--- src/rtl/lkv_pkg.sv ---
// ----------------------------------------------------------------------------
// lkv_pkg
// Types and constants shared by the LRU key-value cache and its cells.
// ----------------------------------------------------------------------------
package lkv_pkg;

    localparam int DEPTH = 16;
    localparam int CNT_W = $clog2(DEPTH + 1);
    localparam int CFG_W = 5;
    localparam int KEY_W = 32;
    localparam int VAL_W = 32;

    typedef enum logic {
        OP_GET = 1'b0,
        OP_PUT = 1'b1
    } t_op;

    typedef struct packed {
        t_op                      op;
        logic signed [KEY_W-1:0]  key;
        logic signed [VAL_W-1:0]  value;
    } t_req;

    typedef struct packed {
        logic                     hit;
        logic signed [VAL_W-1:0]  read_value;
    } t_rsp;

    typedef struct packed {
        logic                     valid;
        logic signed [KEY_W-1:0]  key;
        logic signed [VAL_W-1:0]  value;
    } t_entry;

    // control broadcast to every cell
    typedef struct packed {
        logic                     en;   // word accepted this cycle
        logic                     ins;  // put of a key not present
        logic signed [KEY_W-1:0]  key;
    } t_cell_ctl;

endpackage

--- src/rtl/lkv_cell.sv ---
// ----------------------------------------------------------------------------
// lkv_cell
// One entry of the recency-ordered row. Position in the row is the recency
// rank: a cell that shifts takes the entry of its more recent neighbor.
// ----------------------------------------------------------------------------
module lkv_cell (
    input  logic               i_clk,
    input  logic               i_rst_n,
    input  lkv_pkg::t_cell_ctl i_ctl,
    input  logic               i_in_range,  // inside the shift span on insert
    input  logic               i_carry,     // a less recent cell matched
    input  lkv_pkg::t_entry    i_prev,      // neighbor entry (new entry at head)
    output lkv_pkg::t_entry    o_entry,
    output logic               o_hit,
    output logic               o_carry
);

    lkv_pkg::t_entry r_entry;
    logic            w_shift;

    assign o_hit   = r_entry.valid && (r_entry.key == i_ctl.key);
    assign o_carry = o_hit || i_carry;
    assign o_entry = r_entry;

    // promote shifts the hit cell and everything more recent than it
    assign w_shift = i_ctl.en && (i_ctl.ins ? i_in_range : o_carry);

    always_ff @(posedge i_clk) begin
        if (!i_rst_n) begin
            r_entry.valid <= 1'b0;
        end else if (w_shift) begin
            r_entry.valid <= i_prev.valid;
        end
    end

    always_ff @(posedge i_clk) begin
        if (w_shift) begin
            r_entry.key   <= i_prev.key;
            r_entry.value <= i_prev.value;
        end
    end

endmodule

--- src/rtl/lru_key_value_cache_unit.sv ---
// ----------------------------------------------------------------------------
// lru_key_value_cache_unit
// Fully associative key-value store with LRU replacement, built as a row of
// cells ordered from most recent (cell 0) to least recent.
// ----------------------------------------------------------------------------
// Result: a get's result word is registered and valid in the cycle after the request is taken.
// Throughput: one request word per cycle while o_stall is low; the parallel key
//   compare and the one-step shift along the cell row complete as the word is taken.
// Reset: clears all valid marks, the entry count and the output valid flag;
//   capacity returns to 16. No clearing pass, ready right after reset.
module lru_key_value_cache_unit (
    input  logic                             i_clk,
    input  logic                             i_rst_n,
    input  logic                             i_valid,
    output logic                             o_stall,
    input  lkv_pkg::t_req                    i_data,
    output logic                             o_valid,
    input  logic                             i_stall,
    output lkv_pkg::t_rsp                    o_data,
    input  logic                             i_cfg_valid,
    output logic                             o_cfg_ready,
    input  logic [lkv_pkg::CFG_W-1:0]        i_cfg_data
);

    logic [lkv_pkg::CFG_W-1:0]   r_capacity;
    logic [lkv_pkg::CNT_W-1:0]   r_count;
    logic [lkv_pkg::CNT_W-1:0]   n_count;
    logic                        r_out_valid;
    lkv_pkg::t_rsp               r_out;

    logic [lkv_pkg::CNT_W-1:0]   w_cap;
    logic [lkv_pkg::CNT_W-1:0]   w_limit;
    logic                        w_accept;
    logic                        w_evict;
    logic                        w_any_hit;
    logic signed [lkv_pkg::VAL_W-1:0] w_hit_value;
    lkv_pkg::t_cell_ctl          w_ctl;
    lkv_pkg::t_entry             w_head;
    lkv_pkg::t_entry             w_entry [lkv_pkg::DEPTH];
    logic [lkv_pkg::DEPTH-1:0]   w_hit;
    logic [lkv_pkg::DEPTH:0]     w_carry;

    assign o_cfg_ready = 1'b1;
    assign o_stall     = r_out_valid && i_stall;
    assign o_valid     = r_out_valid;
    assign o_data      = r_out;
    assign w_accept    = i_valid && !o_stall;

    always_comb begin
        if (r_capacity == '0) begin
            w_cap = lkv_pkg::CNT_W'(1);
        end else if (int'(r_capacity) > lkv_pkg::DEPTH) begin
            w_cap = lkv_pkg::CNT_W'(lkv_pkg::DEPTH);
        end else begin
            w_cap = lkv_pkg::CNT_W'(r_capacity);
        end
    end

    // full store: the new entry drops the least recent one, at r_count-1
    assign w_evict = (r_count >= w_cap);
    assign w_limit = w_evict ? (r_count - lkv_pkg::CNT_W'(1)) : r_count;

    assign w_any_hit = w_carry[0];
    assign w_carry[lkv_pkg::DEPTH] = 1'b0;

    assign w_ctl.en  = w_accept;
    assign w_ctl.ins = (i_data.op == lkv_pkg::OP_PUT) && !w_any_hit;
    assign w_ctl.key = i_data.key;

    always_comb begin
        w_hit_value = '0;
        for (int i = 0; i < lkv_pkg::DEPTH; i++) begin
            if (w_hit[i]) begin
                w_hit_value = w_hit_value | w_entry[i].value;
            end
        end
    end

    assign w_head.valid = 1'b1;
    assign w_head.key   = i_data.key;
    assign w_head.value = (i_data.op == lkv_pkg::OP_PUT) ? i_data.value : w_hit_value;

    for (genvar g = 0; g < lkv_pkg::DEPTH; g++) begin : g_cell
        lkv_cell u_cell (
            .i_clk      (i_clk),
            .i_rst_n    (i_rst_n),
            .i_ctl      (w_ctl),
            .i_in_range (lkv_pkg::CNT_W'(g) <= w_limit),
            .i_carry    (w_carry[g+1]),
            .i_prev     ((g == 0) ? w_head : w_entry[(g == 0) ? 0 : g-1]),
            .o_entry    (w_entry[g]),
            .o_hit      (w_hit[g]),
            .o_carry    (w_carry[g])
        );
    end

    always_comb begin
        n_count = r_count;
        if (w_accept && w_ctl.ins && !w_evict) begin
            n_count = r_count + lkv_pkg::CNT_W'(1);
        end
    end

    always_ff @(posedge i_clk) begin
        if (!i_rst_n) begin
            r_capacity  <= lkv_pkg::CFG_W'(16);
            r_count     <= '0;
            r_out_valid <= 1'b0;
        end else begin
            if (i_cfg_valid && o_cfg_ready) begin
                r_capacity <= i_cfg_data;
            end
            r_count <= n_count;
            if (w_accept && (i_data.op == lkv_pkg::OP_GET)) begin
                r_out_valid <= 1'b1;
            end else if (!i_stall) begin
                r_out_valid <= 1'b0;
            end
        end
    end

    always_ff @(posedge i_clk) begin
        if (w_accept && (i_data.op == lkv_pkg::OP_GET)) begin
            r_out.hit        <= w_any_hit;
            r_out.read_value <= w_hit_value;
        end
    end

endmodule

--- config.mk ---
export PLATFORM = sky130hd
export DESIGN_NAME = lru_key_value_cache_unit
export DESIGN_NICKNAME = d
export VERILOG_FILES = /design/src/rtl/lkv_pkg.sv /design/src/rtl/lkv_cell.sv /design/src/rtl/lru_key_value_cache_unit.sv
export SDC_FILE = /design/constraint.sdc
export NUM_CORES = 1
export LEC_CHECK = 0
export ABC_AREA = 0
export BUFFER_PORTS_ARGS = -buffer_cell sky130_fd_sc_hd__clkbuf_2
export CAP_MARGIN = 0
export CORE_MARGIN = 5
export CORE_UTILIZATION = 60
export CTS_CLUSTER_SIZE = 12
export DETAILED_ROUTE_END_ITERATION = 7
export GPL_TIMING_DRIVEN = 1
export HOLD_SLACK_MARGIN = 0.02
export PLACE_DENSITY = 0.76
export SYNTH_ARGS = -nofsm -noshare
export SYNTH_HDL_FRONTEND = slang
export SYNTH_SLANG_ARGS = --single-unit
--- constraint.sdc ---
create_clock -name i_clk -period 7.2 [get_ports i_clk]
set_input_delay 0 -clock i_clk [delete_from_list [all_inputs] [get_ports i_clk]]
set_output_delay 0 -clock i_clk [all_outputs]
set_load 0.02 [all_outputs]
; ---- After elaboration in Yosys (flattened, before gate mapping)
; Index checks and enable logic that the tools add are counted.
[classes]
eq_ne = 17
n_mux = 38
n_reduce_logical = 57
n_bitwise = 16
n_lt_le_gt_ge = 18
n_addsub = 2
[op_table]
columns = op, n
row1 = $mux W32, 17
row2 = $eq A32 B32 Y1, 16
row3 = $or A32 B32 Y32, 15
row4 = $le A4 B5 Y1 const A, 8
row5 = $logic_and A1 B1 Y1, 38
row6 = $le A3 B5 Y1 const A, 4
row7 = $mux W1, 18
row8 = $logic_or A1 B1 Y1, 15
row9 = $mux W5, 3
row10 = $le A1 B5 Y1 const A, 2
row11 = $le A2 B5 Y1 const A, 2
row12 = $add A5 B1 Y5 const B, 1
row13 = $ge A5 B5 Y1, 1
row14 = $gt A5 B5 Y1 const B, 1
row15 = $logic_not A5 Y1, 1
row16 = $sub A5 B1 Y5 const B, 1
row17 = $logic_not A1 Y1, 3
row18 = $ne A2 B1 Y1 const B, 1
row19 = $not A1 Y1, 1
[totals]
elab_cells = 201
output_inout_bits = 36
input_bits = 75
reg_bits = 1084

; ---- Depth between registers and ports, before layout
; Gate-level depths: netlist of the first run.
[logic_depth]
word_depth = 34
ltp_mapped = 13

; ---- Modules after synthesis
; Synthesis of the first run repeated with hierarchy kept, for this count alone.
[hier_totals]
cells_unflattened = 2385
area_unflattened_um2 = 42683.4
[by_module_without_submodules]
columns = mod, seq_area_each_um2, cells_each, area_per_inst_um2, instances
row1 = lkv_cell, 1941.9, 116, 2356.0, 16
row2 = lru_key_value_cache_unit, 1211.2, 529, 4987.3, 1

; ---- Worst setup path before layout of the first run
; OpenSTA, ideal clock, no wires.
[synth_timing]
path_type = register to register
start = register g_cell[7].u_cell.r_entry (netlist bit g_cell[7].u_cell.o_entry[50])
end = register g_cell[4].u_cell.r_entry (netlist bit g_cell[4].u_cell.o_entry[64])
setup_ns = 0.300
path_slack_ns = 1.184
path_stages_with_launch = 8
required_ns = 6.900
arrival_ns = 5.716
path_cell_list = edfxtp_1 xor2_1 or4_1 or4_4 nor3_4 nor4_1 a31oi_1 mux2i_1
[synth_via]
elab_chain_len = 14
[synth_rtl]
columns = element, line
row1 = start: declaration, lkv_cell.sv:18  ; lkv_pkg::t_entry r_entry;
row2 = $eq A32 B32 Y1 *, lkv_cell.sv:21  ; assign o_hit = r_entry.valid && (r_entry.key == i_ctl.key);
row3 = $logic_and A1 B1 Y1 *, lkv_cell.sv:21
row4 = $logic_or A1 B1 Y1 * (4 in a row), lkv_cell.sv:22  ; assign o_carry = o_hit || i_carry;
row5 = $logic_or A1 B1 Y1 (4 in a row), lkv_cell.sv:22
row6 = $logic_not A1 Y1, lru_key_value_cache_unit.sv:67  ; assign w_ctl.ins = (i_data.op == lkv_pkg::OP_PUT) && !w_any_hit;
row7 = $logic_and A1 B1 Y1, lru_key_value_cache_unit.sv:67
row8 = $mux W1 *, lkv_cell.sv:26  ; assign w_shift = i_ctl.en && (i_ctl.ins ? i_in_range : o_carry);
row9 = $logic_and A1 B1 Y1 *, lkv_cell.sv:26
row10 = named net g_cell[4].u_cell.w_shift, lkv_cell.sv:19  ; logic w_shift;
row11 = end: declaration, lkv_cell.sv:18
; The timed path passes the listed nets; every way through them passes the cells marked *.
; A chain may end at the register's enable or synchronous reset.

; ---- Worst setup path in the final report of the first run
[layout_timing]
start = input port i_data[48] in the netlist's numbering
end = register g_cell[7].u_cell.r_entry (netlist bit g_cell[7].u_cell.o_entry[48]), enable pin
[layout_via]
elab_chain_len = 21
[layout_rtl]
columns = element, line
row1 = start: declaration, lru_key_value_cache_unit.sv:16  ; input lkv_pkg::t_req i_data,
row2 = $eq A32 B32 Y1, lkv_cell.sv:21
row3 = $logic_and A1 B1 Y1, lkv_cell.sv:21
row4 = $logic_or A1 B1 Y1 (15 in a row), lkv_cell.sv:22
row5 = $logic_not A1 Y1, lru_key_value_cache_unit.sv:67
row6 = $logic_and A1 B1 Y1, lru_key_value_cache_unit.sv:67
row7 = $mux W1 *, lkv_cell.sv:26
row8 = $logic_and A1 B1 Y1 *, lkv_cell.sv:26
row9 = named net g_cell[7].u_cell.w_shift, lkv_cell.sv:19
; Marks and branches as above.

==> results of run 1 <==
-- worst register-to-register path, cell delays in order, from the launching register on --
cell and delay [ps]:
edfxtp_1 490, xor2_1 210, nor4_1 670, nand4_1 270, nor3_4 230, buf_4 570, nor4_2 200, nor3b_1 250
nand2_1 190, o31a_2 770, buf_4 660
-- worst paths after layout --
check | start | cells after the start | end | slack (ps)
worst max-delay path | i_data[48] | 11 | g_cell[7].u_cell.o_entry[48]$_DFFE_PP_ | 2270
worst min-delay path | i_data[61] | 1 | g_cell[0].u_cell.o_entry[61]$_DFFE_PP_ | 30
worst max register to register | g_cell[13].u_cell.o_entry[63]$_DFFE_PP_ | 10 | g_cell[7].u_cell.o_entry[48]$_DFFE_PP_ | 2280
worst min register to register | g_cell[6].u_cell.o_entry[9]$_DFFE_PP_ | 0 | g_cell[7].u_cell.o_entry[9]$_DFFE_PP_ | 430
-- cell usage after synthesis, drive strengths merged (3+ instances only) --
library cell / instances
a21o: 3
a21oi: 9
a221oi: 106
a22o: 108
a22oi: 47
a31oi: 6
and2: 7
and3: 6
and4: 6
buf: 86
clkbuf: 39
dfxtp: 27
edfxtp: 1057
ha: 7
inv: 25
mux2: 33
mux2i: 22
nand2: 52
nand2b: 10
nand3: 20
nand3b: 4
nand4: 89
nand4b: 8
nor2: 27
nor2b: 4
nor3: 47
nor4: 145
nor4b: 10
o21a: 4
o21ai: 18
o22ai: 5
or3: 4
or4: 6
xnor2: 111
xor2: 397
-- registers in the layout, indices dropped and copies added, names as in the netlist --
| register | flops |
|---|---|
| r_count | 5 |
| g_cell.u_cell.o_entry | 1040 |
| o_data | 33 |
| o_valid | 1 |
| r_capacity | 5 |
-- report_power, final --
| part | switching (µW) | total (µW) | leakage, µW | internal [µW] |
|---|---|---|---|---|
| registers | 135 | 7320 | 0.00989 | 7180 |
| clock network | 2310 | 5200 | 0.00154 | 2890 |
| logic | 534 | 754 | 0.00464 | 221 |
-- per-stage QoR --
stage          power (µW)  utilization [%]  worst slack (ps)  instance area (µm²)  hold WS (ps)
2_1_floorplan        7860                -              1180                43600          98.9
3_3_place_gp         8130             63.1              2310                45200           223
3_5_place_dp         8160             63.1              2280                45200           225
4_1_cts             13300             68.3              2460                49000          21.2
5_1_grt             13600             68.3              2190                49000          55.8
6_report            13300             68.3              2270                49000          33.5
-- cell families after synthesis --
| group | Yosys count |
|---|---|
| buf+inv | 150 |
| simple gates | 456 |
| flops | 1084 |
| compound gates | 321 |
| mux | 55 |
| fa+ha+maj | 7 |
| other cells | 1 |
| xor+xnor | 508 |
-- routing by layer --
layer	global-route usage, %	up-vias
li1	-	10600
met1	36.9	12500
met2	46.8	1859
met3	6.60	443
met4	14.1	0
met5	0	-
-- layout make-up --
| class | count | share of cell area, % |
|---|---|---|
| Clock buffer | 167 | 6.11 |
| Timing Repair Buffer | 200 | 2.90 |
| Clock inverter | 22 | 0.419 |
| Tap cell | 950 | 2.43 |
| Sequential cell | 1084 | 65.9 |
| Inverter | 25 | 0.192 |
| Multi-Input combinational cell | 1348 | 22.1 |
-- cell usage in the layout, fill, tap and decap left out, drive strengths merged, types with 22 or more instances in the layout --
master	count
clkbuf	276
a221oi	106
nor2	27
nand4	89
dlygate4sd3	57
xor2	397
nor4	145
mux2	33
xnor2	111
mux2i	22
nor3	47
a22oi	47
inv	28
edfxtp	1057
buf	34
nand2	52
a22o	108
dfxtp	27
==> summary.txt, run 1 <==
LOGIC SYNTHESIS
--------------------------------------------------------------------------------------
Share of synthesized area spent on multiplexers .........................        1.36%
Post-synthesis share of cell area spent on xor and xnor gates ...........        10.2%
Library cells used by synthesis .........................................           72
Post-synth design cell area .............................................   43,600 µm²
Synthesis-stage register bit count ......................................        1,084
Adder and majority cell fraction of the synthesized area ................       0.201%
Library cell occupying the most area in the post-synthesis netlist ......     edfxtp_1
Fraction of the mapped netlist area in simple logic gates ...............        6.42%
Share of flip-flops with an asynchronous set or reset ...................           0%
Synth Net Count .........................................................        2,664
Area fraction in compound gates after synthesis .........................        6.06%
Yosys Warn Count ........................................................            0
Fraction of synthesized cell area taken by the top area cell type .......        72.9%
Count of flip-flops with a built-in enable after synthesis ..............        1,057
Primary FF master, synth ................................................     edfxtp_1
Post-synthesis sequential area ratio ....................................        74.1%
Synth Instances .........................................................        2,582
Area contributors post-synth ............................................ edfxtp_1 73%, xor2_1 8.0%, xnor2_1 2.2%
Largest family of logic cells by synthesized area ....................... XOR/XNOR gates
Avg Synthesized Cell Area ...............................................     16.9 µm²

CELLS AND AREA
--------------------------------------------------------------------------------------
Number of cells in the finished layout apart from fillers ...............        3,796
Number of filler cells placed in the layout .............................        4,557
Layout net count ........................................................        2,848
Share of layout cells above drive strength 1 ............................        12.1%
Layout area overhead ....................................................        12.5%
ANT cells ...............................................................            0
Multi-input gate area ...................................................   10,800 µm²
Register cell area after layout .........................................   32,300 µm²

SETUP PATH
--------------------------------------------------------------------------------------
Most frequent cell on the critical path .................................      nand4_1
Series of cell instances along the critical path ........................ dlygate4sd3_1 > clkbuf_2 > xnor2_1 > nand4_1 > nor4b_1 > nand4_1 > nor3_4 > nor3b_1 > nand2_1 > o31a_2 > buf_4
CP arrival ..............................................................      5230 ps
Worst path required time ................................................      7500 ps
CP max FO ...............................................................           45
Delay of the slowest critical-path stage ................................      1130 ps
CP Class ................................................................       in2reg
Buf/Inv on CP ...........................................................            3
Cell family with the largest share of critical-path delay ............... simple AND/OR/NAND/NOR gates
Kind of start point of the critical path ................................    input pin
Cell with the largest stage delay on the worst path .....................       nor3_4
Critical Path Sink Type .................................................     register

CLOCKING
--------------------------------------------------------------------------------------
Hold-fix buffers, CTS ...................................................           57
Count of buffers added by post-CTS timing repair for setup ..............            0
Root Driver .............................................................    clkbuf_16
TritonCTS sink count ....................................................        1,084
Cts repair resizes ......................................................            0
Clk Latency, worst-skew pair ............................................       690 ps
CTS buffer count ........................................................          107
H-tree level count ......................................................            3
Clock slew at the register clock pins of the worst setup and hold paths .        60 ps
Clock tree from TritonCTS ...............................................        built
Buffer depth of the longest clock path ..................................            3

TIMING
--------------------------------------------------------------------------------------
Max Fclk ................................................................    0.203 GHz
Final Setup Violations ..................................................            0
Worst max-slew margin expressed relative to the limit ...................        9.63%
Share of the cycle needed by the critical path after routing ............        68.5%
Final setup skew ........................................................      35.5 ps
Number of pins exceeding their max-slew limit in the final report .......            0
Setup total negative slack ..............................................         0 ps
Final critical-path required period .....................................      4930 ps
Number of hold-slack violations in the final timing report ..............            0
Setup repair after global routing missed its margin .....................        false
Transition time at the pin with the least slew margin ...................      1350 ps

POWER AND IR DROP
--------------------------------------------------------------------------------------
Lkg Pwr .................................................................    0.0161 µW
Power density over cell area ............................................   271 nW/µm²
Worst vdd ir ............................................................   0.000249 V

DIE
--------------------------------------------------------------------------------------
Height of the die .......................................................       279 µm
Initial Utilization .....................................................        60.7%
Die ar. .................................................................   78,100 µm²
Die width ...............................................................       279 µm
Placement row count .....................................................           98
Top-level I/O count .....................................................          111
Std-Cell Core Area ......................................................   71,700 µm²

ROUTING
--------------------------------------------------------------------------------------
Routed length on met2 ...................................................    54,200 µm
Detailed-routing wirelength on met1 .....................................    40,700 µm
Antenna-violating nets left .............................................            0
Initial drt markers .....................................................        3,218
WL met3 .................................................................    12,000 µm
Average routed wire per standard cell ...................................      30.0 µm
Routed via count ........................................................       25,400
Post-detailed-routing wire length .......................................   114,000 µm
Vias per std cell .......................................................         6.68
Detailed-route DRC error count ..........................................            0
Top layer reached by signal wires .......................................         met4
First-pass iteration count of the detailed router .......................            6

GRT
--------------------------------------------------------------------------------------
Wire length of the first global-routing pass ............................   166,000 µm
Via count of the first global-routing pass ..............................       26,300
Grt total ovfl ..........................................................            0
Global routing usage summed across all routing layers ...................        28.7%
Antenna violations before repair ........................................            1
Maximum number of pins on one net before global-route repair ............           66

PLACED DESIGN
--------------------------------------------------------------------------------------
Placed cell count .......................................................        3,550
Post-DP HPWL ............................................................    73,000 µm
Count of buffers from port buffering ....................................          109
Placer Congestion .......................................................         1.08

OUTCOME
--------------------------------------------------------------------------------------
Result of the run ....................................................... finished clean

JOB
--------------------------------------------------------------------------------------
MaxCap Viol Count .......................................................            0

WORST HOLD PATH
--------------------------------------------------------------------------------------
Type of the worst min-delay path ........................................       in2reg

No activity file was read; power rests on OpenSTA's default activity.
==> run 2: changes to the inputs <==
--- a/config.mk
+++ b/config.mk
@@ -9,12 +9,12 @@
 export BUFFER_PORTS_ARGS = -buffer_cell sky130_fd_sc_hd__clkbuf_2
 export CAP_MARGIN = 0
 export CORE_MARGIN = 5
-export CORE_UTILIZATION = 60
+export CORE_UTILIZATION = 56
 export CTS_CLUSTER_SIZE = 12
 export DETAILED_ROUTE_END_ITERATION = 7
 export GPL_TIMING_DRIVEN = 1
 export HOLD_SLACK_MARGIN = 0.02
-export PLACE_DENSITY = 0.76
+export PLACE_DENSITY = 0.74
 export SYNTH_ARGS = -nofsm -noshare
 export SYNTH_HDL_FRONTEND = slang
 export SYNTH_SLANG_ARGS = --single-unit
==> constraint.sdc (replaced) <==
create_clock -name i_clk -period 4.5 [get_ports i_clk]
set_input_delay 0 -clock i_clk [delete_from_list [all_inputs] [get_ports i_clk]]
set_output_delay 0 -clock i_clk [all_outputs]
set_load 0.02 [all_outputs]
==> run 2 against run 1 <==
  * Non-clock buffer count up 55
  * Clock power up 57%
  * Sequential power up 60%
  * Clock skew down 15 ps
  * Via count up 0.45%
  * Design area up 1.4%
  * Register-to-register slack worse by 1700 ps
  * Critical path depth up 1
  * Critical endpoint is now g_cell[9].u_cell.o_entry[4]$_DFFE_PP_
  * Highest routed layer unchanged
==> summary.txt, run 2 (synthesis results as in run 1) <==
DIE
--------------------------------------------------------------------------------------
Height of the die .......................................................       289 µm
Die ar. .................................................................   83,500 µm²
Die width ...............................................................       289 µm
Top-level I/O count .....................................................          111
Placement row count .....................................................          102
Initial Utilization .....................................................        56.3%
Std-Cell Core Area ......................................................   77,300 µm²

SETUP PATH
--------------------------------------------------------------------------------------
Kind of start point of the critical path ................................     register
CP Class ................................................................      reg2reg
Delay of the slowest critical-path stage ................................       920 ps
Most frequent cell on the critical path .................................       nor2_1
CP max FO ...............................................................           65
Buf/Inv on CP ...........................................................            0
Series of cell instances along the critical path ........................ nor3_1 > nor2_1 > nor2_1 > ha_1 > nand2b_1 > a31oi_1 > o21ai_0 > xnor2_1 > a21oi_1 > nor2_1 > nor4b_1 > o21a_4
Cell with the largest stage delay on the worst path .....................       o21a_4
CP arrival ..............................................................      4150 ps
Critical Path Sink Type .................................................     register
Cell family with the largest share of critical-path delay ............... compound AO/OA/AOI/OAI gates
Worst path required time ................................................      4780 ps

POWER AND IR DROP
--------------------------------------------------------------------------------------
Lkg Pwr .................................................................    0.0164 µW
Worst vdd ir ............................................................   0.000357 V
Power density over cell area ............................................   426 nW/µm²
Final Power .............................................................    21,100 µW

JOB
--------------------------------------------------------------------------------------
MaxCap Viol Count .......................................................            0

CLOCKING
--------------------------------------------------------------------------------------
Clock slew at the register clock pins of the worst setup and hold paths .        60 ps
Buffer depth of the longest clock path ..................................            3
CTS buffer count ........................................................          107
Clock tree from TritonCTS ...............................................        built
Count of buffers added by post-CTS timing repair for setup ..............            0
Clk Latency, worst-skew pair ............................................       680 ps
H-tree level count ......................................................            3
TritonCTS sink count ....................................................        1,084
Root Driver .............................................................    clkbuf_16

TIMING
--------------------------------------------------------------------------------------
Setup total negative slack ..............................................         0 ps
Transition time at the pin with the least slew margin ...................      1090 ps
Worst max-slew margin expressed relative to the limit ...................        27.6%
Number of hold-slack violations in the final timing report ..............            0
Final setup skew ........................................................      20.8 ps
Final critical-path required period .....................................      3870 ps
Number of pins exceeding their max-slew limit in the final report .......            0
Max Fclk ................................................................    0.258 GHz
Share of the cycle needed by the critical path after routing ............        86.1%
Final Setup Violations ..................................................            0
Setup repair after global routing missed its margin .....................        false

PLACED DESIGN
--------------------------------------------------------------------------------------
Count of buffers from port buffering ....................................          109
Post-DP HPWL ............................................................    76,200 µm
Placer Congestion .......................................................        0.962
Placed cell count .......................................................        3,688

CELLS AND AREA
--------------------------------------------------------------------------------------
Layout net count ........................................................        2,903
Max reg flops ...........................................................        1,040
Number of cells in the finished layout apart from fillers ...............        3,929
Most common cell after layout, fill and taps aside ......................     edfxtp_1
Layout area overhead ....................................................        14.1%
Share of layout cells above drive strength 1 ............................        13.6%
ANT cells ...............................................................            0
Commonest cells after routing, fill and taps aside ...................... 1,057 x edfxtp_1, 397 x xor2_1, 141 x nor4_1, 111 x xnor2_1, 109 x clkbuf_2
Number of filler cells placed in the layout .............................        5,335

GRT
--------------------------------------------------------------------------------------
Global routing usage summed across all routing layers ...................        27.8%
Wire length of the first global-routing pass ............................   171,000 µm
Antenna violations before repair ........................................            0
Grt total ovfl ..........................................................            0
Maximum number of pins on one net before global-route repair ............           66
Via count of the first global-routing pass ..............................       26,200

ROUTING
--------------------------------------------------------------------------------------
Post-detailed-routing wire length .......................................   117,000 µm
Vias per std cell .......................................................         6.48
Average routed wire per standard cell ...................................      29.7 µm
First-pass iteration count of the detailed router .......................            5
Routed via count ........................................................       25,500
Antenna-violating nets left .............................................            0
Detailed-route DRC error count ..........................................            0
Initial drt markers .....................................................        3,205

WORST HOLD PATH
--------------------------------------------------------------------------------------
Type of the worst min-delay path ........................................       in2reg

OUTCOME
--------------------------------------------------------------------------------------
Result of the run ....................................................... finished clean

==> run 2: cell count changes in the layout (fill, tap and decap cells not counted), sizes merged <==
cell,delta
clkbuf,-18
buf,+48
inv,+1
dlygate4sd3,+7
clkinv,+5
==> run 2: final timing paths <==
check             slack (ps)                                    start                                 endpoint  cells past startpoint
hold reg to reg          450  g_cell[11].u_cell.o_entry[30]$_DFFE_PP_  g_cell[12].u_cell.o_entry[30]$_DFFE_PP_                      0
setup reg to reg         630               r_capacity[2]$_SDFFE_PN0P_    g_cell[9].u_cell.o_entry[4]$_DFFE_PP_                     12
hold / removal            50                               i_data[57]   g_cell[0].u_cell.o_entry[57]$_DFFE_PP_                      1
setup / recovery         630               r_capacity[2]$_SDFFE_PN0P_    g_cell[9].u_cell.o_entry[4]$_DFFE_PP_                     12
==> run 2: through the flow <==
| stage | hold WS [ps] | worst slack, ps | util (%) | instance area (µm²) |
|---|---|---|---|---|
| 6_report | 53.5 | 628 | 64.2 | 49700 |
| 5_1_grt | 44.1 | 314 | 64.2 | 49700 |
| 4_1_cts | 21.7 | 654 | 64.2 | 49700 |
| 3_5_place_dp | 235 | 487 | 59.4 | 45900 |
| 3_3_place_gp | 243 | 593 | 59.4 | 45900 |
| 2_1_floorplan | 98.9 | 76.3 | - | 43600 |
==> run 2: per-layer routing <==
layer | part of all wire (%) | track usage [%] | vias to the layer above
met3 | 11 | 6.18 | 334
li1 | - | - | 10700
met4 | 4.4 | 10.8 | 0
met1 | 37 | 36.7 | 12600
met5 | 0 | 0 | -
met2 | 48 | 45.7 | 1863
==> run 2: cell type report <==
class	instances	area, µm²	area share (%)
clock buffer	149	2890	5.81
tap	1040	1300	2.62
sequential	1084	32300	65.0
clock inverter	28	236	0.476
inverter	25	93.8	0.189
multi-input combinational	1348	10800	21.8
timing repair buffer	255	2050	4.13
==> run 2: worst register-to-register path: cells and delay by family (launching register included) <==
kind / cells / cell delay, ps
AOI/OAI and AO/OA: 4 / 1690
and+or+nand+nor: 6 / 920
DFF: 1 / 340
adders and majority gates: 1 / 240
xor gates and xnor gates: 1 / 270
==> run 2: repair_timing <==
item	4_1_cts	5_1_grt
setup endpoints to repair	0	0
hold buffers	64	0
resized for setup	0	0
hold endpoints to repair	62	0
==> run 2: power by group <==
part           internal, µW  switching [µW]
Clock                  4510            3660
Sequential            11500             217
Combinational           403             868
Total                 16400            4740
